File: src/clas_pkg.sv
`timescale 1ns / 1ps
// Shared types, constants and helpers of the command line argument splitter.
// Depends on nothing; every other file of the block but clas_if uses it.
package clas_pkg;

  localparam int BYTE_W = 8;
  localparam int ARG_W  = 8;
  localparam int BS_W   = 6;

  localparam int MAX_BACKSLASH_RUN_DEF = 32;
  localparam int MAX_ARGS_DEF          = 256;

  // Results beyond this count for one transaction are dropped.
  localparam int RESULT_LIMIT = 35;
  localparam int QUEUE_DEPTH  = 2;

  localparam logic [BYTE_W-1:0] CH_QUOTE  = 8'h22;
  localparam logic [BYTE_W-1:0] CH_BSLASH = 8'h5C;
  localparam logic [BYTE_W-1:0] CH_SPACE  = 8'h20;
  localparam logic [BYTE_W-1:0] CH_TAB    = 8'h09;

  typedef struct packed {
    logic              bad;
    logic [BS_W-1:0]   nbs;
    logic              has_char;
    logic [BYTE_W-1:0] ch;
    logic              arg_close;
    logic [ARG_W-1:0]  arg;
  } cmd_t;

  function automatic logic is_blank(input logic [BYTE_W-1:0] c);
    return (c == CH_SPACE) || (c == CH_TAB);
  endfunction

endpackage

File: src/clas_if.sv
`timescale 1ns / 1ps
// Handshake interfaces of the splitter: the byte input channel and the result channel.
// Depends on nothing.
interface clas_in_if;
  logic       valid;
  logic       ready;
  logic [7:0] cmd_byte;
  logic       last;
  logic       empty_line;

  modport source(output valid, cmd_byte, last, empty_line, input ready);
  modport sink(input valid, cmd_byte, last, empty_line, output ready);
endinterface

interface clas_out_if;
  logic       valid;
  logic       ready;
  logic [7:0] out_char;
  logic       char_valid;
  logic [7:0] arg_index;
  logic       arg_end;
  logic       run_last;
  logic       bad_input;

  modport source(output valid, out_char, char_valid, arg_index, arg_end, run_last, bad_input,
                 input ready);
  modport sink(input valid, out_char, char_valid, arg_index, arg_end, run_last, bad_input,
               output ready);
endinterface

File: src/clas_front.sv
`timescale 1ns / 1ps
// Front end: accepts command line bytes, tracks the parsing state and turns each byte
// into one command for the back end. Depends on clas_pkg and clas_if.
module clas_front #(
  parameter int MAX_BACKSLASH_RUN = clas_pkg::MAX_BACKSLASH_RUN_DEF,
  parameter int MAX_ARGS          = clas_pkg::MAX_ARGS_DEF
) (
  input  logic            clk,
  input  logic            rst_n,
  clas_in_if.sink         in_ch,
  input  logic            q_ready,
  output logic            push,
  output clas_pkg::cmd_t  cmd
);

  localparam logic [2:0] PH_START  = 3'd0;
  localparam logic [2:0] PH_PATH_Q = 3'd1;
  localparam logic [2:0] PH_PATH_U = 3'd2;
  localparam logic [2:0] PH_GAP    = 3'd3;
  localparam logic [2:0] PH_ARG    = 3'd4;

  localparam logic [clas_pkg::BS_W-1:0]  BS_MAX  = clas_pkg::BS_W'(MAX_BACKSLASH_RUN);
  localparam logic [clas_pkg::ARG_W-1:0] ARG_MAX = clas_pkg::ARG_W'(MAX_ARGS - 1);
  localparam logic [clas_pkg::BS_W:0]    LIMIT   = (clas_pkg::BS_W + 1)'(clas_pkg::RESULT_LIMIT);

  logic [2:0]                  phase_r, phase_nxt;
  logic [1:0]                  qc_r, qc_nxt;
  logic [clas_pkg::BS_W-1:0]   pb_r, pb_nxt;
  logic                        iqr_r, iqr_nxt;
  logic [clas_pkg::ARG_W-1:0]  ca_r, ca_nxt;

  logic [clas_pkg::BYTE_W-1:0] c;
  logic                        blank;
  logic                        consumed;
  logic [clas_pkg::BS_W:0]     nbs;
  logic                        has_char;
  logic [clas_pkg::BYTE_W-1:0] ch;
  logic                        arg_close;
  logic                        bad;

  assign in_ch.ready = q_ready;
  assign push        = in_ch.valid && q_ready;
  assign c           = in_ch.cmd_byte;
  assign blank       = clas_pkg::is_blank(c);

  always_comb begin
    phase_nxt = phase_r;
    qc_nxt    = qc_r;
    pb_nxt    = pb_r;
    iqr_nxt   = iqr_r;
    ca_nxt    = ca_r;
    consumed  = 1'b0;
    nbs       = '0;
    has_char  = 1'b0;
    ch        = '0;
    arg_close = 1'b0;
    bad       = 1'b0;
    if (in_ch.empty_line) begin
      phase_nxt = PH_START;
      qc_nxt    = '0;
      pb_nxt    = '0;
      iqr_nxt   = 1'b0;
      ca_nxt    = '0;
      bad       = 1'b1;
    end else begin
      if (phase_nxt == PH_START) begin
        if (c == clas_pkg::CH_QUOTE) begin
          phase_nxt = PH_PATH_Q;
          consumed  = 1'b1;
        end else begin
          phase_nxt = PH_PATH_U;
        end
      end
      if (!consumed) begin
        if (phase_nxt == PH_PATH_Q) begin
          if (c == clas_pkg::CH_QUOTE) begin
            arg_close = 1'b1;
            phase_nxt = PH_GAP;
          end else begin
            has_char = 1'b1;
            ch       = c;
          end
        end else if (phase_nxt == PH_PATH_U) begin
          if (blank) begin
            arg_close = 1'b1;
            phase_nxt = PH_GAP;
          end else begin
            has_char = 1'b1;
            ch       = c;
          end
        end else begin
          if (phase_nxt == PH_GAP && !blank) begin
            if (ca_nxt < ARG_MAX) begin
              ca_nxt = ca_nxt + 1'b1;
            end
            phase_nxt = PH_ARG;
            qc_nxt    = '0;
            pb_nxt    = '0;
            iqr_nxt   = 1'b0;
          end
          if (phase_nxt == PH_ARG) begin
            if (c == clas_pkg::CH_QUOTE) begin
              if (iqr_nxt) begin
                qc_nxt = qc_nxt + 1'b1;
                if (qc_nxt == 2'd3) begin
                  has_char = 1'b1;
                  ch       = clas_pkg::CH_QUOTE;
                  qc_nxt   = '0;
                end
              end else begin
                nbs = {2'b00, pb_nxt[clas_pkg::BS_W-1:1]};
                if (!pb_nxt[0]) begin
                  qc_nxt = qc_nxt + 1'b1;
                end else begin
                  has_char = 1'b1;
                  ch       = clas_pkg::CH_QUOTE;
                end
                pb_nxt  = '0;
                iqr_nxt = 1'b1;
              end
            end else begin
              if (iqr_nxt) begin
                iqr_nxt = 1'b0;
                if (qc_nxt == 2'd2) begin
                  qc_nxt = '0;
                end
              end
              if (c == clas_pkg::CH_BSLASH) begin
                if (pb_nxt < BS_MAX) begin
                  pb_nxt = pb_nxt + 1'b1;
                end
              end else if (blank && qc_nxt == 2'd0) begin
                nbs       = {1'b0, pb_nxt};
                pb_nxt    = '0;
                arg_close = 1'b1;
                phase_nxt = PH_GAP;
              end else begin
                nbs      = {1'b0, pb_nxt};
                pb_nxt   = '0;
                has_char = 1'b1;
                ch       = c;
              end
            end
          end
        end
      end
      if (in_ch.last) begin
        if (phase_nxt == PH_ARG) begin
          nbs       = nbs + {1'b0, pb_nxt};
          arg_close = 1'b1;
        end else if (phase_nxt == PH_PATH_Q || phase_nxt == PH_PATH_U) begin
          arg_close = 1'b1;
        end
        phase_nxt = PH_START;
        qc_nxt    = '0;
        pb_nxt    = '0;
        iqr_nxt   = 1'b0;
        ca_nxt    = '0;
      end
    end
  end

  always_comb begin
    cmd           = '0;
    cmd.bad       = bad;
    cmd.ch        = ch;
    cmd.arg_close = arg_close;
    cmd.arg       = bad ? '0 : ca_r;
    if (!bad && ca_r != ca_nxt && !in_ch.last) begin
      cmd.arg = ca_nxt;
    end else if (!bad && phase_r == PH_GAP && !blank && !in_ch.last) begin
      cmd.arg = ca_nxt;
    end else if (!bad && phase_r == PH_GAP && !blank && in_ch.last) begin
      cmd.arg = (ca_r < ARG_MAX) ? ca_r + 1'b1 : ca_r;
    end
    if (nbs >= LIMIT) begin
      cmd.nbs      = LIMIT[clas_pkg::BS_W-1:0];
      cmd.has_char = 1'b0;
    end else begin
      cmd.nbs      = nbs[clas_pkg::BS_W-1:0];
      cmd.has_char = has_char;
    end
  end

  always_ff @(posedge clk) begin
    if (!rst_n) begin
      phase_r <= PH_START;
      qc_r    <= '0;
      pb_r    <= '0;
      iqr_r   <= 1'b0;
      ca_r    <= '0;
    end else if (push) begin
      phase_r <= phase_nxt;
      qc_r    <= qc_nxt;
      pb_r    <= pb_nxt;
      iqr_r   <= iqr_nxt;
      ca_r    <= ca_nxt;
    end
  end

endmodule

File: src/clas_queue.sv
`timescale 1ns / 1ps
// Short command queue between the front end and the back end.
// Depends on clas_pkg.
module clas_queue (
  input  logic            clk,
  input  logic            rst_n,
  input  logic            push,
  input  clas_pkg::cmd_t  push_cmd,
  output logic            q_ready,
  input  logic            pop,
  output logic            q_valid,
  output clas_pkg::cmd_t  head
);

  localparam int DEPTH = clas_pkg::QUEUE_DEPTH;
  localparam int PTR_W = (DEPTH > 1) ? $clog2(DEPTH) : 1;
  localparam int CNT_W = $clog2(DEPTH + 1);
  localparam logic [PTR_W-1:0] PTR_LAST = PTR_W'(DEPTH - 1);
  localparam logic [CNT_W-1:0] CNT_FULL = CNT_W'(DEPTH);

  clas_pkg::cmd_t   mem_r [DEPTH];
  logic [PTR_W-1:0] wr_ptr_r;
  logic [PTR_W-1:0] rd_ptr_r;
  logic [CNT_W-1:0] count_r;

  assign q_ready = (count_r != CNT_FULL);
  assign q_valid = (count_r != '0);
  assign head    = mem_r[rd_ptr_r];

  always_ff @(posedge clk) begin
    if (push) begin
      mem_r[wr_ptr_r] <= push_cmd;
    end
  end

  always_ff @(posedge clk) begin
    if (!rst_n) begin
      wr_ptr_r <= '0;
      rd_ptr_r <= '0;
      count_r  <= '0;
    end else begin
      if (push) begin
        wr_ptr_r <= (wr_ptr_r == PTR_LAST) ? '0 : wr_ptr_r + 1'b1;
      end
      if (pop) begin
        rd_ptr_r <= (rd_ptr_r == PTR_LAST) ? '0 : rd_ptr_r + 1'b1;
      end
      if (push && !pop) begin
        count_r <= count_r + 1'b1;
      end else if (pop && !push) begin
        count_r <= count_r - 1'b1;
      end
    end
  end

endmodule

File: src/clas_back.sv
`timescale 1ns / 1ps
// Back end: expands each queued command into its result transactions, one per cycle
// while out_ch is ready, into the output register. Depends on clas_pkg and clas_if.
module clas_back (
  input  logic            clk,
  input  logic            rst_n,
  input  logic            q_valid,
  input  clas_pkg::cmd_t  head,
  output logic            pop,
  clas_out_if.source      out_ch
);

  logic [clas_pkg::BS_W-1:0]   cnt_r;
  logic [clas_pkg::BS_W-1:0]   total;
  logic [clas_pkg::BS_W-1:0]   nres;
  logic                        adv;
  logic                        final_res;
  logic                        out_valid_r;
  logic [clas_pkg::BYTE_W-1:0] out_char_r;
  logic                        char_valid_r;
  logic [clas_pkg::ARG_W-1:0]  arg_index_r;
  logic                        arg_end_r;
  logic                        run_last_r;
  logic                        bad_input_r;

  assign total = head.nbs + clas_pkg::BS_W'(head.has_char);

  always_comb begin
    if (head.bad) begin
      nres = clas_pkg::BS_W'(1);
    end else if (total != '0) begin
      nres = total;
    end else begin
      nres = clas_pkg::BS_W'(head.arg_close);
    end
  end

  assign adv       = !out_valid_r || out_ch.ready;
  assign final_res = (cnt_r == nres - 1'b1);
  assign pop       = q_valid && adv && (nres == '0 || final_res);

  always_ff @(posedge clk) begin
    if (!rst_n) begin
      cnt_r       <= '0;
      out_valid_r <= 1'b0;
    end else if (adv) begin
      out_valid_r <= q_valid && (nres != '0);
      if (q_valid) begin
        cnt_r <= pop ? '0 : cnt_r + 1'b1;
      end
    end
  end

  always_ff @(posedge clk) begin
    if (adv && q_valid) begin
      bad_input_r <= head.bad;
      run_last_r  <= final_res;
      arg_index_r <= head.arg;
      arg_end_r   <= !head.bad && head.arg_close && final_res;
      if (head.bad || total == '0) begin
        out_char_r   <= '0;
        char_valid_r <= 1'b0;
      end else if (cnt_r < head.nbs) begin
        out_char_r   <= clas_pkg::CH_BSLASH;
        char_valid_r <= 1'b1;
      end else begin
        out_char_r   <= head.ch;
        char_valid_r <= 1'b1;
      end
    end
  end

  assign out_ch.valid      = out_valid_r;
  assign out_ch.out_char   = out_char_r;
  assign out_ch.char_valid = char_valid_r;
  assign out_ch.arg_index  = arg_index_r;
  assign out_ch.arg_end    = arg_end_r;
  assign out_ch.run_last   = run_last_r;
  assign out_ch.bad_input  = bad_input_r;

endmodule

File: src/command_line_argument_splitter.sv
`timescale 1ns / 1ps
// Command line argument splitter. The input channel takes one command line byte per
// transaction with last marking the final byte and empty_line flagging an empty line.
// The result channel gives the characters of the split arguments, each with its argument
// number; arg_end marks where an argument closes and run_last the final result of one
// input transaction. An empty line gives one result with bad_input set.
// A byte is classified by the front end in the cycle it is accepted and goes into a
// two-entry command queue; the back end writes one result per cycle into the output
// register while the receiver takes them, so the first result of a byte passes through
// the queue and then the output register before it can be taken.
// Ordinary text streams at one byte per cycle while the output is taken. A byte that
// releases k held backslashes plus a character yields k + 1 results, and a byte with no
// result still passes through the back end; the input stalls once the queue is full.
// Reset returns the parser to the start of a program path and empties the queue and the
// output register. When the receiver stalls, the output register holds its result, the
// queue fills, and then ready drops on the input channel.
// Depends on clas_pkg, clas_if, clas_front, clas_queue and clas_back.
module command_line_argument_splitter #(
  parameter int MAX_BACKSLASH_RUN = clas_pkg::MAX_BACKSLASH_RUN_DEF,
  parameter int MAX_ARGS          = clas_pkg::MAX_ARGS_DEF
) (
  input  logic        clk,
  input  logic        rst_n,
  clas_in_if.sink     in_ch,
  clas_out_if.source  out_ch
);

  clas_pkg::cmd_t push_cmd;
  clas_pkg::cmd_t head;
  logic           push;
  logic           pop;
  logic           q_ready;
  logic           q_valid;

  clas_front #(
    .MAX_BACKSLASH_RUN(MAX_BACKSLASH_RUN),
    .MAX_ARGS(MAX_ARGS)
  ) u_front (
    .clk(clk),
    .rst_n(rst_n),
    .in_ch(in_ch),
    .q_ready(q_ready),
    .push(push),
    .cmd(push_cmd)
  );

  clas_queue u_queue (
    .clk(clk),
    .rst_n(rst_n),
    .push(push),
    .push_cmd(push_cmd),
    .q_ready(q_ready),
    .pop(pop),
    .q_valid(q_valid),
    .head(head)
  );

  clas_back u_back (
    .clk(clk),
    .rst_n(rst_n),
    .q_valid(q_valid),
    .head(head),
    .pop(pop),
    .out_ch(out_ch)
  );

endmodule
File: src/flat_wrapper.sv
// flat-port wrapper written by rule: the top's interface ports become plain ports
module command_line_argument_splitter_flat 
#(
  parameter int MAX_BACKSLASH_RUN = clas_pkg::MAX_BACKSLASH_RUN_DEF,
  parameter int MAX_ARGS          = clas_pkg::MAX_ARGS_DEF
)
  (clk, rst_n, in_ch_valid, in_ch_cmd_byte, in_ch_last, in_ch_empty_line, in_ch_ready, out_ch_valid, out_ch_out_char, out_ch_char_valid, out_ch_arg_index, out_ch_arg_end, out_ch_run_last, out_ch_bad_input, out_ch_ready);
  clas_in_if in_ch_i ();
  clas_out_if out_ch_i ();
  input  logic clk;
  input  logic rst_n;
  input wire logic [$bits(in_ch_i.valid)-1:0] in_ch_valid;
  input wire logic [$bits(in_ch_i.cmd_byte)-1:0] in_ch_cmd_byte;
  input wire logic [$bits(in_ch_i.last)-1:0] in_ch_last;
  input wire logic [$bits(in_ch_i.empty_line)-1:0] in_ch_empty_line;
  output wire logic [$bits(in_ch_i.ready)-1:0] in_ch_ready;
  output wire logic [$bits(out_ch_i.valid)-1:0] out_ch_valid;
  output wire logic [$bits(out_ch_i.out_char)-1:0] out_ch_out_char;
  output wire logic [$bits(out_ch_i.char_valid)-1:0] out_ch_char_valid;
  output wire logic [$bits(out_ch_i.arg_index)-1:0] out_ch_arg_index;
  output wire logic [$bits(out_ch_i.arg_end)-1:0] out_ch_arg_end;
  output wire logic [$bits(out_ch_i.run_last)-1:0] out_ch_run_last;
  output wire logic [$bits(out_ch_i.bad_input)-1:0] out_ch_bad_input;
  input wire logic [$bits(out_ch_i.ready)-1:0] out_ch_ready;
  assign in_ch_i.valid = in_ch_valid;
  assign in_ch_i.cmd_byte = in_ch_cmd_byte;
  assign in_ch_i.last = in_ch_last;
  assign in_ch_i.empty_line = in_ch_empty_line;
  assign in_ch_ready = in_ch_i.ready;
  assign out_ch_valid = out_ch_i.valid;
  assign out_ch_out_char = out_ch_i.out_char;
  assign out_ch_char_valid = out_ch_i.char_valid;
  assign out_ch_arg_index = out_ch_i.arg_index;
  assign out_ch_arg_end = out_ch_i.arg_end;
  assign out_ch_run_last = out_ch_i.run_last;
  assign out_ch_bad_input = out_ch_i.bad_input;
  assign out_ch_i.ready = out_ch_ready;
  command_line_argument_splitter #(.MAX_BACKSLASH_RUN(MAX_BACKSLASH_RUN), .MAX_ARGS(MAX_ARGS)) u_core (.clk(clk), .rst_n(rst_n), .in_ch(in_ch_i), .out_ch(out_ch_i));
endmodule
File: config.mk
export PLATFORM = sky130hd
export DESIGN_NAME = command_line_argument_splitter_flat
export DESIGN_NICKNAME = d
export VERILOG_FILES = /design/src/clas_pkg.sv /design/src/clas_if.sv /design/src/clas_front.sv /design/src/clas_queue.sv /design/src/clas_back.sv /design/src/command_line_argument_splitter.sv /design/src/flat_wrapper.sv
export SDC_FILE = /design/constraint.sdc
export NUM_CORES = 1
export LEC_CHECK = 0
export BUFFER_PORTS_ARGS = -buffer_cell sky130_fd_sc_hd__clkbuf_2
export CELL_PAD_IN_SITES_DETAIL_PLACEMENT = 0
export CELL_PAD_IN_SITES_GLOBAL_PLACEMENT = 1
export CORE_MARGIN = 2
export CORE_UTILIZATION = 45
export DETAILED_ROUTE_END_ITERATION = 16
export PLACE_DENSITY_LB_ADDON = 0.25
export SYNTH_ARGS = -nofsm -noshare
export SYNTH_HDL_FRONTEND = slang
export SYNTH_SLANG_ARGS = --single-unit
File: constraint.sdc
create_clock -name clk -period 7.35 [get_ports clk]
set_clock_uncertainty 0.2 [all_clocks]
set_input_delay 0.735 -clock clk [delete_from_list [all_inputs] [get_ports clk]]
set_output_delay 0.735 -clock clk [all_outputs]
set_load 0.01 [all_outputs]
==> impl_table.tex, run 1 <==
\begin{tabular}{lr}
\hline
Metric & Value \\
\hline
\multicolumn{2}{l}{\textbf{Outcome}} \\
\quad Outcome & complete, no violations \\
\multicolumn{2}{l}{\textbf{Route}} \\
\quad Post-detailed-routing wire length & 12500 um \\
\quad Via-per-instance ratio & 5.56 \\
\quad Routed wirelength normalized by instance count & 15.8 um \\
\quad Residual antenna-violating net count after detailed routing & 0 \\
\quad DR iter-0 viols & 332 \\
\quad Detailed Routing Iterations Pass 1 & 4 \\
\quad Drt drc & 0 \\
\quad Total vias in the final route & 4380 \\
\multicolumn{2}{l}{\textbf{Power and ir drop}} \\
\quad PD cells & 305 mW/mm2 \\
\quad Switching pwr & 647 uW \\
\quad Maximum VDD drop & 0.121 mV \\
\quad Sequential Power Share & 40.1\% \\
\quad Power share of the clock group & 28.1\% \\
\quad Leakage power summed over all cells & 2.43 nW \\
\quad Switching share of power & 32.3\% \\
\quad Overall power after layout & 2.00 mW \\
\quad Comb pwr share & 31.7\% \\
\quad Internal cell power & 1.36 mW \\
\multicolumn{2}{l}{\textbf{CTS}} \\
\quad Total number of clock tree sinks & 102 \\
\quad Worst skew pair latency & 0.35 ns \\
\quad CTS clock-pin slew for the worst setup and hold paths & 0.07 ns \\
\quad Buffer count from post-CTS setup fixing & 0 \\
\quad Total of hold buffers inserted after clock tree synthesis & 0 \\
\quad Total number of H-tree levels & 3 \\
\quad Maximum buffer depth of the clock tree & 2 \\
\quad TritonCTS clock tree & yes \\
\quad CTS-repair resized insts & 0 \\
\quad Number of buffers created by CTS & 9 \\
\quad Clk Tree Root Cell & sky130\_fd\_sc\_hd\_\_clkbuf\_16 \\
\multicolumn{2}{l}{\textbf{Placed design}} \\
\quad Placed inst area & 0.00621 mm2 \\
\quad DP Cell Count & 772 \\
\quad I/O Buffers & 35 \\
\quad Pre-CTS worst setup slack & 1.80 ns \\
\quad HPWL after detailed placement & 9130 um \\
\quad Final Wtd Congestion & 0.868 \\
\multicolumn{2}{l}{\textbf{Yosys}} \\
\quad Area of the mapped netlist & 0.00593 mm2 \\
\quad Most used standard cells in the synthesized netlist & sky130\_fd\_sc\_hd\_\_edfxtp\_1, sky130\_fd\_sc\_hd\_\_nor2\_1, sky130\_fd\_sc\_hd\_\_nand2\_1 \\
\quad Post-synth ARST share & 0\% \\
\quad Seq/Total Area, Yosys & 46.3\% \\
\quad Flip-flop cell with the highest count after synthesis & sky130\_fd\_sc\_hd\_\_edfxtp\_1 \\
\quad Share of synthesized area spent on multiplexers & 7.62\% \\
\quad Post-synthesis sequential element count & 102 \\
\quad Main combinational cell family by area after synthesis & simple AND/OR/NAND/NOR gates \\
\quad Syn Inst Count & 592 \\
\quad Synthesized area per cell & 10.0 um2 \\
\quad Share of Yosys cell area claimed by the top area cell type & 35.5\% \\
\quad Number of warnings reported in the yosys synthesis log & 0 \\
\quad Xor and xnor area share after synthesis & 4.45\% \\
\quad Largest cells by area after synthesis & sky130\_fd\_sc\_hd\_\_edfxtp\_1, sky130\_fd\_sc\_hd\_\_dfxtp\_1, sky130\_fd\_sc\_hd\_\_ha\_1 \\
\quad Post-synth top area cell & sky130\_fd\_sc\_hd\_\_edfxtp\_1 \\
\quad Distinct cell type count after synthesis & 68 \\
\quad Number of enable flip-flop cells after synthesis & 70 \\
\quad Post-synthesis share of cell area spent on and, or, nand and nor gates & 19.8\% \\
\quad Post-synthesis share of cell area spent on full adders, half adders and majority gates & 4.98\% \\
\quad Count leader, synth & sky130\_fd\_sc\_hd\_\_edfxtp\_1 \\
\quad Share of the synthesized area in compound gates (AO/OA/AOI/OAI) & 13.6\% \\
\quad Nets in the synthesized netlist & 629 \\
\multicolumn{2}{l}{\textbf{STA}} \\
\quad Maximum achievable frequency & 0.180 GHz \\
\quad Time the final worst path needs with I/O delays and setup & 5.57 ns \\
\quad Period utilisation layout & 75.8\% \\
\quad Number of slew-limit violations in the final report & 0 \\
\quad Setup slack of the critical path after layout & 1.78 ns \\
\quad Hold Fails Final Rpt & 0 \\
\quad Transition time at the pin with the least slew margin & 1.13 ns \\
\quad Final setup violating endpoints & 0 \\
\quad Accumulated negative setup slack & 0 ns \\
\quad Max-Slew Margin vs Limit & 24.8\% \\
\quad Worst hold-check slack & 0.325 ns \\
\quad RSZ-0062 raised after global routing & no \\
\multicolumn{2}{l}{\textbf{Layout}} \\
\quad Layout Area Growth over Synthesis & 11.0\% \\
\quad Number of non-filler instances in the completed layout & 788 \\
\quad Area of the multi-input gates & 0.00299 mm2 \\
\quad Final-layout fill cell count & 1219 \\
\quad Post-route design area & 0.00658 mm2 \\
\quad Nets & 648 \\
\quad Antenna fix cells & 0 \\
\quad Sequential cell area & 0.00274 mm2 \\
\quad Ratio of cells with drive above 1 in the final layout & 14.9\% \\
\quad Post-Route Utilization & 51.7\% \\
\multicolumn{2}{l}{\textbf{Die}} \\
\quad Y dimension of the die & 119 um \\
\quad Die width & 119 um \\
\quad Die Area & 0.0141 mm2 \\
\quad Initial core utilization & 46.6\% \\
\quad Cell Rows & 41 \\
\quad Top Ports & 36 \\
\quad Placeable core region & 0.0127 mm2 \\
\multicolumn{2}{l}{\textbf{Global route}} \\
\quad Antenna violations before repair & 0 \\
\quad Global router's overall resource usage & 18.5\% \\
\quad Maximum number of pins on one net before global-route repair & 35 \\
\quad Total congestion overflow after global routing & 0 \\
\quad Via count of the first global-routing pass & 4153 \\
\quad Wire length of the first global-routing pass & 21000 um \\
\multicolumn{2}{l}{\textbf{Worst hold path}} \\
\quad WHS Endpoint & u\_core.u\_queue.count\_r[1] \\
\quad Path type of the worst min-delay path & register to register \\
\quad Min-Delay Startpoint & u\_core.u\_queue.count\_r[1] \\
\quad Cell count of the worst hold path & 2 \\
\multicolumn{2}{l}{\textbf{Setup path}} \\
\quad Worst path required time & 7.41 ns \\
\quad CP max FO & 34 \\
\quad Crit Path Category & register to register \\
\quad RR Endpoint & u\_core.u\_queue.count\_r[1] \\
\quad Endpoint type of the worst setup path & register \\
\quad Arrival time reported for the critical path endpoint & 5.63 ns \\
\quad CP Launch Type & register \\
\quad Worst Reg2Reg Path Length in Cells & 22 \\
\quad FF-to-FF setup slack & 1.78 ns \\
\multicolumn{2}{l}{\textbf{Job}} \\
\quad Max cap viols & 0 \\
\hline
\end{tabular}
-- worst max-delay path, cell delays in order (launching register included) --
cell and delay, ns:
sky130_fd_sc_hd__dfxtp_2 0.36, sky130_fd_sc_hd__buf_4 0.46, sky130_fd_sc_hd__mux2i_1 0.30, sky130_fd_sc_hd__inv_1 0.07
sky130_fd_sc_hd__ha_1 0.34, sky130_fd_sc_hd__and4_1 0.26, sky130_fd_sc_hd__a31oi_1 0.18, sky130_fd_sc_hd__xnor2_1 0.22
sky130_fd_sc_hd__and3_1 0.32, sky130_fd_sc_hd__a211oi_1 0.10, sky130_fd_sc_hd__ha_1 0.30, sky130_fd_sc_hd__xor2_1 0.17
sky130_fd_sc_hd__o21ai_1 0.13, sky130_fd_sc_hd__nand2_1 0.06, sky130_fd_sc_hd__o21ai_0 0.07, sky130_fd_sc_hd__nand4_1 0.13
sky130_fd_sc_hd__a211oi_1 0.25, sky130_fd_sc_hd__a41oi_1 0.30, sky130_fd_sc_hd__nor2_1 0.35, sky130_fd_sc_hd__inv_1 0.08
sky130_fd_sc_hd__ha_1 0.34, sky130_fd_sc_hd__or3_1 0.36, sky130_fd_sc_hd__a21oi_1 0.14
-- cell families after synthesis --
group	count (synthesis)
AOI/OAI and AO/OA	124
xor gates and xnor gates	28
adders and majority gates	23
buffers and inverters	46
DFF	102
muxes	40
and+or+nand+nor	229
-- power by group through the flow --
stage | clock [mW] | sequential (mW) | combinational, mW
finish | 0.563 | 0.804 | 0.636
CTS | 0.579 | 0.806 | 0.644
detailed placement | 0 | 0.819 | 0.640
global placement | 0 | 0.816 | 0.637
global route | 0.601 | 0.817 | 0.705
floorplan | 0 | 0.832 | 0.463
-- registers in the layout (all words and copies together) (netlist names), named ones only --
| name | cells |
|---|---|
| u_core.u_back.out_ch.char_valid | 1 |
| u_core.u_back.out_ch.run_last | 1 |
| u_core.u_front.qc_r | 2 |
| u_core.u_front.ca_r | 8 |
| u_core.u_back.out_ch.valid | 1 |
| u_core.u_queue.wr_ptr_r | 1 |
| u_core.u_back.out_ch.out_char | 8 |
| u_core.u_back.out_ch.bad_input | 1 |
| u_core.u_queue.rd_ptr_r | 1 |
| u_core.u_front.pb_r | 6 |
| u_core.u_back.out_ch.arg_index | 8 |
| u_core.u_queue.count_r | 2 |
| u_core.u_queue.mem_r | 50 |
| u_core.u_back.out_ch.arg_end | 1 |
| u_core.u_front.phase_r | 3 |
| u_core.u_back.cnt_r | 6 |
| u_core.u_front.iqr_r | 1 |
-- metal layers --
metal  up-vias  wire [um]  part of all wire [%]  track usage, %
met3        15        342                   2.7            3.19
met1      2096       6150                    49            25.9
met2        64       5800                    46            29.5
met4         0        192                   1.5            5.36
li1       2205          -                     -               -
met5         -          0                     0               0
-- area by class of cell --
cell class              instances  area share, %
clock buffers                  12           4.39
clock inverters                 4           1.22
inverters                      16          0.913
multi-input cells             444           45.5
flip-flops and latches        102           41.7
well taps                     172           3.27
repair buffers                 38           3.01
-- layout by cell type, fill, tap and decap left out, types with 4 or more instances in the layout --
master                      instances
sky130_fd_sc_hd__edfxtp_1          70
sky130_fd_sc_hd__nor2_1            65
sky130_fd_sc_hd__nand2_1           46
sky130_fd_sc_hd__a21oi_1           40
sky130_fd_sc_hd__clkbuf_2          35
sky130_fd_sc_hd__dfxtp_1           31
sky130_fd_sc_hd__o21ai_0           30
sky130_fd_sc_hd__ha_1              22
sky130_fd_sc_hd__nor3_1            21
sky130_fd_sc_hd__mux2i_1           21
sky130_fd_sc_hd__inv_1             15
sky130_fd_sc_hd__nand3_1           15
sky130_fd_sc_hd__mux2_2            15
sky130_fd_sc_hd__and2_1            14
sky130_fd_sc_hd__xnor2_1           14
sky130_fd_sc_hd__xor2_1            13
sky130_fd_sc_hd__nand4_1           12
sky130_fd_sc_hd__clkbuf_16         11
sky130_fd_sc_hd__a22oi_1            9
sky130_fd_sc_hd__nand3b_1           8
sky130_fd_sc_hd__and3_1             8
sky130_fd_sc_hd__nand2b_1           7
sky130_fd_sc_hd__a211oi_1           7
sky130_fd_sc_hd__nor2b_1            6
sky130_fd_sc_hd__or3_1              5
sky130_fd_sc_hd__o21a_1             5
sky130_fd_sc_hd__or2_2              4
sky130_fd_sc_hd__a32oi_1            4
-- worst max-delay path by stage --
stage,endpoint,slack (ns),depth (start not counted)
after floorplan,u_core.u_queue.count_r[1],1.98,26
after global placement,u_core.u_queue.count_r[1],1.81,22
after detailed placement,u_core.u_queue.count_r[1],1.80,22
after CTS,u_core.u_queue.count_r[1],1.79,22
after global routing,u_core.u_queue.count_r[1],1.30,22
final,u_core.u_queue.count_r[1],1.78,22
(Power assumes the default switching activity.)
==> inputs of run 2 (changes only) <==
- ABC_AREA: not set -> 1
- clock period: 7.35 -> 5.5 ns (I/O delays scaled with it)
==> run 2 against run 1 <==
Effect of this change: hold slack worse by 0.049 ns; flip-flop and latch count did not move; wire length is 8.2% higher; utilization down 0.97 points; fmax up 17%; largest power group unchanged; non-clock buffer count is the same; critical path type unchanged; final cell count up 21%.
==> impl_table.tex, run 2 <==
\begin{tabular}{lr}
\hline
Metric & Value \\
\hline
\multicolumn{2}{l}{\textbf{STA}} \\
\quad Time the final worst path needs with I/O delays and setup & 4.75 ns (-0.824 ns) \\
\quad Accumulated negative setup slack & 0 ns (unchanged) \\
\quad Worst hold-check slack & 0.275 ns (-0.0495 ns) \\
\quad Final setup violating endpoints & 0 (unchanged) \\
\quad Maximum achievable frequency & 0.211 GHz (+17\%) \\
\quad Max-Slew Margin vs Limit & 37.7\% (+13 points) \\
\quad RSZ-0062 raised after global routing & no \\
\quad Hold Fails Final Rpt & 0 (unchanged) \\
\quad Transition time at the pin with the least slew margin & 0.933 ns (-0.196 ns) \\
\quad Number of slew-limit violations in the final report & 0 (unchanged) \\
\quad Period utilisation layout & 86.3\% (+11 points) \\
\multicolumn{2}{l}{\textbf{Yosys}} \\
\quad Distinct cell type count after synthesis & 53 (-22\%) \\
\quad Number of enable flip-flop cells after synthesis & 70 (unchanged) \\
\quad Nets in the synthesized netlist & 772 (+23\%) \\
\quad Share of Yosys cell area claimed by the top area cell type & 34.9\% (-0.57 points) \\
\quad Number of warnings reported in the yosys synthesis log & 0 (unchanged) \\
\quad Post-synthesis sequential element count & 102 (unchanged) \\
\quad Seq/Total Area, Yosys & 45.5\% (-0.74 points) \\
\quad Most used standard cells in the synthesized netlist & sky130\_fd\_sc\_hd\_\_nand2\_1, sky130\_fd\_sc\_hd\_\_inv\_1, sky130\_fd\_sc\_hd\_\_edfxtp\_1 \\
\quad Post-synth top area cell & sky130\_fd\_sc\_hd\_\_edfxtp\_1 \\
\quad Post-synth ARST share & 0\% (unchanged) \\
\quad Count leader, synth & sky130\_fd\_sc\_hd\_\_nand2\_1 \\
\quad Syn Inst Count & 735 (+24\%) \\
\quad Flip-flop cell with the highest count after synthesis & sky130\_fd\_sc\_hd\_\_edfxtp\_1 \\
\quad Synthesized area per cell & 8.19 um2 (-18\%) \\
\quad Largest cells by area after synthesis & sky130\_fd\_sc\_hd\_\_edfxtp\_1, sky130\_fd\_sc\_hd\_\_nand2\_1, sky130\_fd\_sc\_hd\_\_dfxtp\_1 \\
\quad Area of the mapped netlist & 0.00602 mm2 (+1.6\%) \\
\multicolumn{2}{l}{\textbf{CTS}} \\
\quad Total of hold buffers inserted after clock tree synthesis & 0 (unchanged) \\
\quad Worst skew pair latency & 0.35 ns (about the same) \\
\quad Maximum buffer depth of the clock tree & 2 (unchanged) \\
\quad Number of buffers created by CTS & 9 (unchanged) \\
\quad CTS clock-pin slew for the worst setup and hold paths & 0.07 ns (about the same) \\
\quad Buffer count from post-CTS setup fixing & 0 (unchanged) \\
\quad CTS-repair resized insts & 0 (unchanged) \\
\quad Total number of H-tree levels & 3 (unchanged) \\
\quad Clk Tree Root Cell & sky130\_fd\_sc\_hd\_\_clkbuf\_16 \\
\quad Total number of clock tree sinks & 102 (unchanged) \\
\quad TritonCTS clock tree & yes \\
\multicolumn{2}{l}{\textbf{Power and ir drop}} \\
\quad Leakage power summed over all cells & 2.85 nW (+17\%) \\
\quad Switching share of power & 35.8\% (+3.5 points) \\
\quad Switching pwr & 902 uW (+39\%) \\
\quad Maximum VDD drop & 0.149 mV (+23\%) \\
\quad PD cells & 378 mW/mm2 (+24\%) \\
\quad Sequential Power Share & 44.0\% (+3.9 points) \\
\quad Comb pwr share & 32.4\% (+0.7 points) \\
\quad Power share of the clock group & 23.6\% (-4.5 points) \\
\quad Internal cell power & 1.62 mW (+19\%) \\
\multicolumn{2}{l}{\textbf{Route}} \\
\quad Post-detailed-routing wire length & 13500 um (+8.2\%) \\
\quad Routed wirelength normalized by instance count & 14.2 um (-10\%) \\
\quad Residual antenna-violating net count after detailed routing & 0 (unchanged) \\
\quad DR iter-0 viols & 340 (+2.4\%) \\
\quad Detailed Routing Iterations Pass 1 & 7 (+3) \\
\quad Total vias in the final route & 4958 (+13\%) \\
\quad Drt drc & 0 (unchanged) \\
\quad Via-per-instance ratio & 5.21 (-6.3\%) \\
\multicolumn{2}{l}{\textbf{Die}} \\
\quad Die width & 120 um (+0.78\%) \\
\quad Placeable core region & 0.0131 mm2 (+3.3\%) \\
\quad Die Area & 0.0143 mm2 (+1.6\%) \\
\quad Initial core utilization & 45.8\% (-0.74 points) \\
\quad Top Ports & 36 (unchanged) \\
\quad Cell Rows & 42 (+2.4\%) \\
\quad Y dimension of the die & 120 um (+0.78\%) \\
\multicolumn{2}{l}{\textbf{Job}} \\
\quad Max cap viols & 0 (unchanged) \\
\multicolumn{2}{l}{\textbf{Setup path}} \\
\quad Crit Path Category & register to register \\
\quad Endpoint type of the worst setup path & register \\
\quad Arrival time reported for the critical path endpoint & 4.78 ns (-0.85 ns) \\
\quad CP Launch Type & register \\
\quad Worst path required time & 5.54 ns (-1.87 ns) \\
\quad Top cell family by delay on the critical path & simple AND/OR/NAND/NOR gates \\
\quad Worst path buffer plus inverter count & 3 (unchanged) \\
\quad Peak per-stage delay on the critical path & 0.68 ns (+0.22 ns) \\
\quad CP max FO & 25 (-26\%) \\
\quad CP max stage cell & sky130\_fd\_sc\_hd\_\_dfxtp\_1 \\
\multicolumn{2}{l}{\textbf{Placed design}} \\
\quad I/O Buffers & 35 (unchanged) \\
\quad Final Wtd Congestion & 0.882 (+1.6\%) \\
\quad HPWL after detailed placement & 10300 um (+12\%) \\
\multicolumn{2}{l}{\textbf{Layout}} \\
\quad Leading cell type in the layout, fill and taps excluded & sky130\_fd\_sc\_hd\_\_nand2\_1 \\
\quad Layout Area Growth over Synthesis & 10.7\% \\
\quad Largest reg by FF count & u\_core.u\_queue.mem\_r \\
\quad Commonest cells after routing, fill and taps aside & sky130\_fd\_sc\_hd\_\_nand2\_1, sky130\_fd\_sc\_hd\_\_inv\_1, sky130\_fd\_sc\_hd\_\_edfxtp\_1, sky130\_fd\_sc\_hd\_\_a21oi\_1 \\
\quad Antenna fix cells & 0 (unchanged) \\
\quad Ratio of cells with drive above 1 in the final layout & 13.5\% (-1.4 points) \\
\quad Final-layout fill cell count & 1295 (+6.2\%) \\
\quad Flip-flop count of the largest register after layout & 50 (unchanged) \\
\quad Nets & 808 (+25\%) \\
\multicolumn{2}{l}{\textbf{Global route}} \\
\quad Maximum number of pins on one net before global-route repair & 29 (-17\%) \\
\quad Wire length of the first global-routing pass & 22700 um (+7.9\%) \\
\quad Via count of the first global-routing pass & 4762 (+15\%) \\
\quad Antenna violations before repair & 0 (unchanged) \\
\quad Total congestion overflow after global routing & 0 (unchanged) \\
\quad Global router's overall resource usage & 19.9\% (+1.4 points) \\
\multicolumn{2}{l}{\textbf{Outcome}} \\
\quad Outcome & complete, no violations \\
\multicolumn{2}{l}{\textbf{Worst hold path}} \\
\quad Path type of the worst min-delay path & input pin to register \\
\hline
\end{tabular}
-- run 2: cell types whose count changed after synthesis, sizes merged, moves of 8 or more --
| cell | before | now |
|---|---|---|
| o21ai | 31 | 44 |
| clkbuf | 21 | 11 |
| nand3 | 15 | 54 |
| mux2i | 25 | 1 |
| inv | 16 | 96 |
| and2 | 14 | 1 |
| xnor2 | 14 | 4 |
| a211oi | 8 | 0 |
| nand2 | 48 | 203 |
| mux2 | 15 | 0 |
| xor2 | 14 | 6 |
| a21oi | 41 | 56 |
| and3 | 8 | 0 |
-- run 2: area by class of cell --
class	instances	area [um2]	area share [%]
tap	176	220	3.30
multi-input combinational	522	2850	42.8
inverter	98	378	5.67
timing repair buffer	38	198	2.97
clock buffer	12	246	3.70
clock inverter	4	30.0	0.451
sequential	102	2740	41.1
-- run 2: metrics by stage --
stage	area, um2	worst slack, ns	instances	power (mW)	util, %
after floorplan	6020	1.05	735	1.70	-
after global placement	6390	0.997	936	1.93	48.6
after detailed placement	6390	0.760	936	1.95	48.6
after CTS	6670	0.750	952	2.54	50.7
after global routing	6670	0.249	952	2.69	50.7
final	6670	0.755	952	2.52	50.7
-- run 2: cells by family (layout without fill, tap and decap cells) --
group,Yosys count,in the layout,share of synthesized area [%]
AO/OA/AOI/OAI,136,136,13.3
flip-flops,102,102,45.5
buffers and inverters,111,152,7.23
XOR/XNOR,10,10,1.45
multiplexers,1,1,0.166
adder cells (fa/ha/maj),23,23,4.90
AND/OR/NAND/NOR,352,352,27.5
-- run 2: worst register-to-register path, delay by kind of cell (launching register included) --
kind / cells / cell delay [ns]
compound gates: 5 / 0.75
xor+xnor: 3 / 0.48
fa+ha+maj: 4 / 0.99
buf+inv: 3 / 0.28
flops: 1 / 0.68
simple gates: 13 / 1.25
-- run 2: worst paths after layout --
| path | slack, ns | cells after the start | start | to |
|---|---|---|---|---|
| worst max register to register | 0.75 | 28 | register | u_core.u_queue.count_r[1] |
| worst min-delay path | 0.28 | 4 | out_ch_ready | u_core.u_back.out_ch.valid |
| worst min register to register | 0.28 | 2 | u_core.u_front.pb_r[3] | u_core.u_front.pb_r[3] |
| worst max-delay path | 0.75 | 28 | register | u_core.u_queue.count_r[1] |
-- run 2: metal layers --
layer  vias to the layer above  track usage, %  routed length (um)
li1                       2566               -                   -
met1                      2283            25.7                6370
met2                        82            33.3                6510
met3                        27            2.76                 360
met4                         0            8.97                 270
met5                         -               0                   0
-- run 2: power by group through the flow --
| stage | registers, mW | logic, mW | clock network, mW |
|---|---|---|---|
| 5_1_grt | 1.13 | 0.927 | 0.635 |
| 3_5_place_dp | 1.13 | 0.819 | 0 |
| 4_1_cts | 1.11 | 0.821 | 0.608 |
| 6_report | 1.11 | 0.816 | 0.594 |
| 2_1_floorplan | 1.15 | 0.553 | 0 |
| 3_3_place_gp | 1.13 | 0.805 | 0 |
